## config.mk

```make
export PLATFORM = sky130hd
export DESIGN_NAME = extended_gcd_engine
export DESIGN_NICKNAME = d
export VERILOG_FILES = /design/src/rtl/egcd_pkg.sv /design/src/rtl/egcd_ctrl.sv /design/src/rtl/egcd_datapath.sv /design/src/rtl/extended_gcd_engine.sv
export SDC_FILE = /design/constraint.sdc
export NUM_CORES = 2
export LEC_CHECK = 0
export BUFFER_PORTS_ARGS = -buffer_cell sky130_fd_sc_hd__buf_2
export CORE_MARGIN = 1.5
export CORE_UTILIZATION = 40
export DETAILED_ROUTE_END_ITERATION = 6
export PLACE_DENSITY = 0.61
export SYNTH_ARGS = -nofsm -noshare
export SYNTH_HDL_FRONTEND = slang
export SYNTH_HIERARCHICAL = 1
export SYNTH_SLANG_ARGS = --single-unit
```

## constraint.sdc

```tcl
create_clock -name aclk -period 9.4 [get_ports aclk]
set_input_delay 0.47 -clock aclk [delete_from_list [all_inputs] [get_ports aclk]]
set_output_delay 0.47 -clock aclk [all_outputs]
set_load 0.005 [all_outputs]
```

## src/rtl/egcd_pkg.sv

```systemverilog
package egcd_pkg;

    localparam int DATA_WIDTH = 32;
    localparam int MAX_STEPS  = 1000;
    localparam int FIELD_W    = 32;

    localparam int BIT_CNT_W  = $clog2(DATA_WIDTH);
    localparam int STEP_CNT_W = $clog2(MAX_STEPS + 1);

    typedef logic [DATA_WIDTH-1:0]     word_t;
    typedef logic signed [FIELD_W-1:0] field_t;

    typedef struct packed {
        field_t first_operand;
        field_t second_operand;
    } in_beat_t;

    typedef struct packed {
        field_t divisor_value;
        field_t coeff_first;
        field_t coeff_second;
    } out_beat_t;

    typedef struct packed {
        logic load;
        logic div_init;
        logic div_step;
        logic fix;
        logic mul_s;
        logic mul_t;
        logic update;
        logic out_load;
    } dp_cmd_t;

    typedef struct packed {
        logic cur_zero;
    } dp_status_t;

    function automatic word_t magnitude(input word_t v);
        word_t m;
        m = v[DATA_WIDTH-1] ? (word_t'(0) - v) : v;
        return m;
    endfunction

endpackage

```

## src/rtl/egcd_ctrl.sv

```systemverilog
module egcd_ctrl (
    input  logic                  aclk,
    input  logic                  aresetn,
    input  logic                  s_valid,
    output logic                  s_ready,
    output logic                  m_valid,
    input  logic                  m_ready,
    input  egcd_pkg::dp_status_t  status,
    output egcd_pkg::dp_cmd_t     cmd
);

    localparam int BCW = egcd_pkg::BIT_CNT_W;
    localparam int SCW = egcd_pkg::STEP_CNT_W;

    localparam logic [2:0] ST_IDLE   = 3'd0;
    localparam logic [2:0] ST_CHECK  = 3'd1;
    localparam logic [2:0] ST_DIV    = 3'd2;
    localparam logic [2:0] ST_FIX    = 3'd3;
    localparam logic [2:0] ST_MUL_S  = 3'd4;
    localparam logic [2:0] ST_MUL_T  = 3'd5;
    localparam logic [2:0] ST_UPDATE = 3'd6;
    localparam logic [2:0] ST_FINISH = 3'd7;

    logic [2:0]     state_reg, state_next;
    logic [BCW-1:0] bit_cnt_reg, bit_cnt_next;
    logic [SCW-1:0] step_cnt_reg, step_cnt_next;
    logic           m_valid_reg, m_valid_next;

    assign s_ready = (state_reg == ST_IDLE);
    assign m_valid = m_valid_reg;

    always_comb begin
        cmd           = '0;
        state_next    = state_reg;
        bit_cnt_next  = bit_cnt_reg;
        step_cnt_next = step_cnt_reg;
        m_valid_next  = m_valid_reg && !m_ready;
        case (state_reg)
            ST_IDLE: begin
                if (s_valid) begin
                    cmd.load      = 1'b1;
                    step_cnt_next = '0;
                    state_next    = ST_CHECK;
                end
            end
            ST_CHECK: begin
                if (status.cur_zero || step_cnt_reg == SCW'(egcd_pkg::MAX_STEPS)) begin
                    state_next = ST_FINISH;
                end else begin
                    cmd.div_init = 1'b1;
                    bit_cnt_next = BCW'(egcd_pkg::DATA_WIDTH - 1);
                    state_next   = ST_DIV;
                end
            end
            ST_DIV: begin
                cmd.div_step = 1'b1;
                if (bit_cnt_reg == '0) begin
                    state_next = ST_FIX;
                end else begin
                    bit_cnt_next = bit_cnt_reg - BCW'(1);
                end
            end
            ST_FIX: begin
                cmd.fix    = 1'b1;
                state_next = ST_MUL_S;
            end
            ST_MUL_S: begin
                cmd.mul_s  = 1'b1;
                state_next = ST_MUL_T;
            end
            ST_MUL_T: begin
                cmd.mul_t  = 1'b1;
                state_next = ST_UPDATE;
            end
            ST_UPDATE: begin
                cmd.update    = 1'b1;
                step_cnt_next = step_cnt_reg + SCW'(1);
                state_next    = ST_CHECK;
            end
            ST_FINISH: begin
                if (!m_valid_reg || m_ready) begin
                    cmd.out_load = 1'b1;
                    m_valid_next = 1'b1;
                    state_next   = ST_IDLE;
                end
            end
            default: begin
                state_next = ST_IDLE;
            end
        endcase
    end

    always_ff @(posedge aclk) begin
        if (!aresetn) begin
            state_reg    <= ST_IDLE;
            bit_cnt_reg  <= '0;
            step_cnt_reg <= '0;
            m_valid_reg  <= 1'b0;
        end else begin
            state_reg    <= state_next;
            bit_cnt_reg  <= bit_cnt_next;
            step_cnt_reg <= step_cnt_next;
            m_valid_reg  <= m_valid_next;
        end
    end

endmodule

```

## src/rtl/egcd_datapath.sv

```systemverilog
module egcd_datapath (
    input  logic                  aclk,
    input  egcd_pkg::dp_cmd_t     cmd,
    input  egcd_pkg::in_beat_t    in_beat,
    output egcd_pkg::out_beat_t   out_beat,
    output egcd_pkg::dp_status_t  status
);

    localparam int DW = egcd_pkg::DATA_WIDTH;

    typedef egcd_pkg::word_t word_t;

    word_t rem_prev_reg, rem_prev_next;
    word_t rem_cur_reg, rem_cur_next;
    word_t s_prev_reg, s_prev_next;
    word_t s_cur_reg, s_cur_next;
    word_t t_prev_reg, t_prev_next;
    word_t t_cur_reg, t_cur_next;

    // restoring divider on magnitudes
    word_t quo_reg, quo_next;
    word_t part_reg, part_next;
    word_t m1_reg, m1_next;

    word_t q_reg, q_next;
    word_t r_reg, r_next;
    word_t prod_reg, prod_next;
    word_t s_new_reg, s_new_next;

    egcd_pkg::out_beat_t out_reg, out_next;

    logic [DW:0] shifted;
    logic [DW:0] trial;
    word_t       q_base;
    word_t       mul_op;
    logic        n0, n1;

    assign status.cur_zero = (rem_cur_reg == '0);
    assign out_beat        = out_reg;

    assign shifted = {part_reg, quo_reg[DW-1]};
    assign trial   = shifted - {1'b0, m1_reg};
    assign n0      = rem_prev_reg[DW-1];
    assign n1      = rem_cur_reg[DW-1];
    assign q_base  = (n0 ^ n1) ? (word_t'(0) - quo_reg) : quo_reg;
    assign mul_op  = cmd.mul_t ? t_cur_reg : s_cur_reg;

    always_comb begin
        rem_prev_next = rem_prev_reg;
        rem_cur_next  = rem_cur_reg;
        s_prev_next   = s_prev_reg;
        s_cur_next    = s_cur_reg;
        t_prev_next   = t_prev_reg;
        t_cur_next    = t_cur_reg;
        quo_next      = quo_reg;
        part_next     = part_reg;
        m1_next       = m1_reg;
        q_next        = q_reg;
        r_next        = r_reg;
        prod_next     = prod_reg;
        s_new_next    = s_new_reg;
        out_next      = out_reg;

        if (cmd.load) begin
            rem_prev_next = word_t'(in_beat.first_operand);
            rem_cur_next  = word_t'(in_beat.second_operand);
            s_prev_next   = word_t'(1);
            s_cur_next    = '0;
            t_prev_next   = '0;
            t_cur_next    = word_t'(1);
        end

        if (cmd.div_init) begin
            quo_next  = egcd_pkg::magnitude(rem_prev_reg);
            part_next = '0;
            m1_next   = egcd_pkg::magnitude(rem_cur_reg);
        end

        if (cmd.div_step) begin
            if (!trial[DW]) begin
                part_next = trial[DW-1:0];
                quo_next  = {quo_reg[DW-2:0], 1'b1};
            end else begin
                part_next = shifted[DW-1:0];
                quo_next  = {quo_reg[DW-2:0], 1'b0};
            end
        end

        // negative remainder moves up by |divisor|, quotient steps opposite to the divisor sign
        if (cmd.fix) begin
            if (n0 && part_reg != '0) begin
                r_next = m1_reg - part_reg;
                q_next = n1 ? (q_base + word_t'(1)) : (q_base - word_t'(1));
            end else begin
                r_next = part_reg;
                q_next = q_base;
            end
        end

        if (cmd.mul_s || cmd.mul_t) begin
            prod_next = word_t'(q_reg * mul_op);
        end

        if (cmd.mul_t) begin
            s_new_next = s_prev_reg - prod_reg;
        end

        if (cmd.update) begin
            rem_prev_next = rem_cur_reg;
            rem_cur_next  = r_reg;
            s_prev_next   = s_cur_reg;
            s_cur_next    = s_new_reg;
            t_prev_next   = t_cur_reg;
            t_cur_next    = t_prev_reg - prod_reg;
        end

        if (cmd.out_load) begin
            out_next.divisor_value = egcd_pkg::field_t'($signed(rem_prev_reg));
            out_next.coeff_first   = egcd_pkg::field_t'($signed(s_prev_reg));
            out_next.coeff_second  = egcd_pkg::field_t'($signed(t_prev_reg));
        end
    end

    always_ff @(posedge aclk) begin
        rem_prev_reg <= rem_prev_next;
        rem_cur_reg  <= rem_cur_next;
        s_prev_reg   <= s_prev_next;
        s_cur_reg    <= s_cur_next;
        t_prev_reg   <= t_prev_next;
        t_cur_reg    <= t_cur_next;
        quo_reg      <= quo_next;
        part_reg     <= part_next;
        m1_reg       <= m1_next;
        q_reg        <= q_next;
        r_reg        <= r_next;
        prod_reg     <= prod_next;
        s_new_reg    <= s_new_next;
        out_reg      <= out_next;
    end

endmodule

```

## src/rtl/extended_gcd_engine.sv

```systemverilog
// channel   dir  handshake          beat
// s_        in   s_valid/s_ready    in_beat_t  {first_operand, second_operand}
// m_        out  m_valid/m_ready    out_beat_t {divisor_value, coeff_first, coeff_second}
//
// an item is loaded, runs its steps and ends in the finish state (steps: 0 when the second operand is zero, else the
// euclid step count, at most MAX_STEPS); a step is the check, the divider pass over all quotient bits, fix,
// two passes through the shared multiplier and the register update
// aresetn is synchronous; no clearing pass is needed after reset
// a new item is taken while the previous result waits on m_ready; a finished item holds
// in its last state until the output register is free
module extended_gcd_engine (
    input  logic                 aclk,
    input  logic                 aresetn,
    input  logic                 s_valid,
    output logic                 s_ready,
    input  egcd_pkg::in_beat_t   s_data,
    output logic                 m_valid,
    input  logic                 m_ready,
    output egcd_pkg::out_beat_t  m_data
);

    egcd_pkg::dp_cmd_t    cmd;
    egcd_pkg::dp_status_t status;

    egcd_ctrl u_ctrl (
        .aclk    (aclk),
        .aresetn (aresetn),
        .s_valid (s_valid),
        .s_ready (s_ready),
        .m_valid (m_valid),
        .m_ready (m_ready),
        .status  (status),
        .cmd     (cmd)
    );

    egcd_datapath u_datapath (
        .aclk     (aclk),
        .cmd      (cmd),
        .in_beat  (s_data),
        .out_beat (m_data),
        .status   (status)
    );

endmodule

```

==> Word level (Yosys, flattened, before mapping) <==
Cells that the tools add are included.
{ "totals": {"ff_bits": 531, "inputBits": 68, "out_inout_bits": 98, "wordCells": 111} }
{ "op_classes": {"add_sub_neg": 11, "multipliers": 1, "eq_ne": 13, "muxes": 46, "bitwise_logic": 1, "n_reduce_logical": 18} }
{ "op_table": {"columns": ["op", "count"], "rows": [
  ["$mux W32", 21],
  ["$sub A1 B32 Y32 const A", 3],
  ["$sub A32 B32 Y32", 3],
  ["$sub A33 B32 Y33", 1],
  ["$add A32 B1 Y32 const B", 1],
  ["$logic_not A32 Y1", 1],
  ["$mul A32 B32 Y32", 1],
  ["$reduce_bool A32 Y1", 1],
  ["$sub A32 B1 Y32 const B", 1],
  ["$mux W31", 1],
  ["$pmux W3 S8", 1],
  ["$pmux W10 S2", 1],
  ["$mux W1", 14],
  ["$eq A3 B3 Y1 const B", 4],
  ["$mux W3", 4],
  ["$add A10 B1 Y10 const B", 1],
  ["$eq A10 B10 Y1 const B", 1],
  ["$mux W10", 1],
  ["$mux W5", 2],
  ["$pmux W5 S2", 1],
  ["$reduce_bool A2 Y1", 4],
  ["$eq A3 B2 Y1 const B", 2],
  ["$ne A2 B2 Y1 const B", 3],
  ["$reduce_and A3 Y1", 2],
  ["other kinds (10)", 15]
]} }

==> Depth between registers and ports, before layout <==
{ "depth": {"depth_word": 6, "mapped_depth": 34, "mapped_depth_nobuf": 30} }

==> By module <==
Netlist, hierarchy kept.
{ "by_module_without_submodules": {"columns": ["mod", "n_inst", "cells_per_inst", "area_per_inst_um2", "seq_area_each_um2"], "rows": [
  ["egcd_datapath", 1, 4160, 44024.7, 15374.7],
  ["egcd_ctrl", 1, 127, 1053.5, 380.4]
]} }

==> Worst setup path before layout <==
No wires, ideal clock.
{ "synth_path": {"kind": "register -> register", "from": "reg u_ctrl.state_reg[2]", "to": "reg u_datapath.prod_reg[30], data pin", "setup_time_ps": 258, "arrival_time_ps": 8687, "required_time_ps": 9142, "slack_ps": 455, "path_stages_with_launch": 30, "n_path_buf": 4, "period_less_slack_ps": 8945, "cell_sequence": "dfxtp_1 > clkbuf_1 > and3_1 > clkbuf_1 > clkbuf_1 > mux2_2 > clkbuf_1 > and2_1 > fa_1 > fa_1 > fa_1 > inv_1 > fa_1 > inv_1 > fa_1 > fa_1 > fa_1 > fa_1 > ha_1 > a21oi_1 > o21bai_1 > a21o_1 > a21oi_1 > o41ai_1 > o21a_1 > nand2b_1 > nand3_1 > a31o_1 > a21oi_1 > xnor2_1"} }
{ "synth_lines": {"columns": ["element", "line", "source"], "rows": [
  ["from (decl)", "egcd_ctrl.sv:24", "logic [2:0] state_reg, state_next;"],
  ["from (signal assigned)", "egcd_ctrl.sv:100", "state_reg <= state_next;"],
  ["to (signal assigned)", "egcd_datapath.sv:136", "prod_reg <= prod_next;"],
  ["to (decl)", "egcd_datapath.sv:27", "word_t prod_reg, prod_next;"]
]} }

==> out/results.ini <==
[run_status]
status=completed

[timing]
min_period_ns=8.65
hold_viol=0
rsz0062_at_grt=false
slew_headroom_pct=18.9
max_freq_mhz=116
period_share_pct=92.0
slew_viol_final=0
fin_setup_tns_ns=0
setup_viol=0
worst-slew-pin-transition_ns=1.22
skew_ns=0.0195

[global_routing]
grt-ovfl-total=0
grt_max_degree=112
grt_use_total_pct=19.1
antenna_found_initial=1
grt_pass1_vias=31300
grt_pass1_wl_mm=174

[setup_path]
crit_fanout=30
worstPathArrival_ns=9.02
reg2reg_depth=25
worst_setup_path_start_kind=register
cp_slowest_cell=and3_2
crit_start=u_ctrl/state_reg[0]
critPathMaxStageDelay_ns=0.78
cp-end-kind=register
cp_num_buf_inv=2
path_class=reg2reg
reg2reg_from=u_ctrl/state_reg[0]
cp.required_ns=9.77
cp_top_family=adder cells
r2r_end=u_datapath/prod_reg[30]
reg2reg_setup_slack_ns=0.75
critPathMostFrequentCell=fa_1

[die]
rows=122
initial_utilization_pct=40.5
chipWidth_microns=339
ioPinCount=166
die-area_sq_um=115000
die_y_microns=339
core_sq_um=111000

[detailed_routing]
wire_per_inst_microns=18.5
drtPass1Iterations=7
drc=0
vias=30500
via_per_inst=5.15
routed_wl_mm=110
drtAntennaViolNets=0
first_iter_violations=1765

[final_layout]
multiInputGateArea_sq_um=26700
finalInstanceArea_sq_um=49400
area_growth_pct=9.67
register_area_sq_um=15800
insertedDiodeCount=0
num-fill-cells=10600
largest_register_ffs=96
final_cells=5919
nets=5150
drive_gt1_share_pct=9.50

[logic_synthesis]
netlist-cell-type-count=87
synth_edf_count=512
synth-main-ff-cell=edfxtp_1
ys_seq_area_share_pct=35.0
synth_top_area_share_pct=34.1
synth_fp_nets=5052
synthCells=4287
ys_warn_count=6
synth.largest_area_cell=edfxtp_1
ys_top_cells_by_area=edfxtp_1 (34%), fa_1 (18%), ha_1 (7.9%), and2_1 (5.8%), inv_1 (4.5%)
netlist_area_sq_um=45100
synthArstFlopShare_pct=0
ys_ff_latch=531
syn_area_per_cell_sq_um=10.5

[clocking]
clock_latency_ns=0.63
tritoncts=built
cts_hold_buf=0
cts_resized=0
cts_buffers=57
clkTransAtPathRegs_ns=0.06
root_buffer=clkbuf_16
clock_sinks=531
clockBufferDepth=3
cts_setup_buffers=0
ctsHtreeMaxLevel=2

[place]
dp_hpwl_mm=85.0
place_congestion=0.891
post-place-cells=5814
port_buffers=165
dpl_cell_area_sq_um=47500

[min_path]
min_from=s_data[12]
hold-path-cell-count=2
hold_class=in2reg
whs_endpoint=u_datapath/rem_cur_reg[12]

[job]
max_cap_viol_count=0

==> layout by cell type, fill, tap and decap left out, drive strengths merged, types with 15 or more instances in the layout <==
cell type,count
o41ai,15
nor4,27
inv,547
buf,195
nor2,118
o31ai,32
a21oi,143
mux2,101
nor2b,72
edfxtp,512
mux2i,31
dfxtp,19
and3,22
nand2,436
or3,16
and2,416
nand3,34
o21a,41
o21bai,17
a31oi,22
a21o,72
o21ai,193
fa,413
nor3,43
clkinv,20
xnor2,191
xor2,112
clkbuf,73
ha,284
nand2b,45
==> synthesized netlist by cell type, types with 6 or more instances <==
cell and number:
nand2b_1 42, mux2i_1 31, o21bai_1 17, o21ai_0 141
o211a_1 7, or2_2 8, o41ai_1 14, mux2_2 98
or4_1 9, nand3_1 33, clkbuf_1 144, o2111ai_1 9
dfxtp_1 19, nand3b_1 7, and2_1 416, fa_1 413
nor2_1 118, nor3b_1 6, o22ai_1 7, ha_1 284
xor2_1 112, o31ai_1 32, o21a_1 41, nor2b_1 72
a2111oi_0 6, a21o_1 72, edfxtp_1 512, xnor2_1 191
nand2_1 436, a211o_1 6, o31a_1 8, o21ai_1 51
nor4_1 26, and3_1 22, o211ai_1 8, or3_1 14
nand4_1 8, buf_1 6, nor3_1 42, a211oi_1 13
a31oi_1 22, inv_1 543, a21oi_1 143
==> cell type report <==
class / instances / share of cell area [%]
tap: 1488 / 3.77
clock buffer: 73 / 3.15
timing repair buffer: 195 / 2.15
sequential: 531 / 31.9
clock inverter: 32 / 0.823
multi-input combinational: 3055 / 54.1
inverter: 545 / 4.15
==> cell families after synthesis <==
logic type	share of synthesized area [%]
xor gates and xnor gates	5.89
buffers and inverters	5.88
AOI/OAI and AO/OA	8.96
muxes	3.21
adders and majority gates	26.2
DFF	35.0
and+or+nand+nor	14.9
==> how the worst max path moves through the flow <==
stage | end | cells past startpoint
after floorplan | u_datapath/prod_reg[30] | 29
final | u_datapath/prod_reg[30] | 25
after detailed placement | u_datapath/prod_reg[30] | 27
after CTS | u_datapath/prod_reg[30] | 25
after global routing | u_datapath/prod_reg[30] | 27
after global placement | u_datapath/prod_reg[30] | 27
==> metal layers <==
layer	vias to the layer above	global-route usage [%]	wire length (microns)
met5	-	0	0
met4	0	3.99	2020
li1	14600	-	-
met1	15200	25.2	48900
met3	120	2.14	4520
met2	622	33.7	54300
==> metrics by stage <==
step | hold WS, ns | worst slack (ns) | util (%)
global route | 0.106 | 0.372 | 44.4
global placement | 0.438 | 0.921 | 42.7
CTS | 0.0950 | 0.764 | 44.4
finish | 0.136 | 0.750 | 44.4
detailed placement | 0.447 | 0.788 | 42.7
floorplan | 0.424 | 0.455 | -
Power is left out: the tool's default activity adds up to more than one toggle a clock period on the data nets, which glitch-free logic cannot reach.
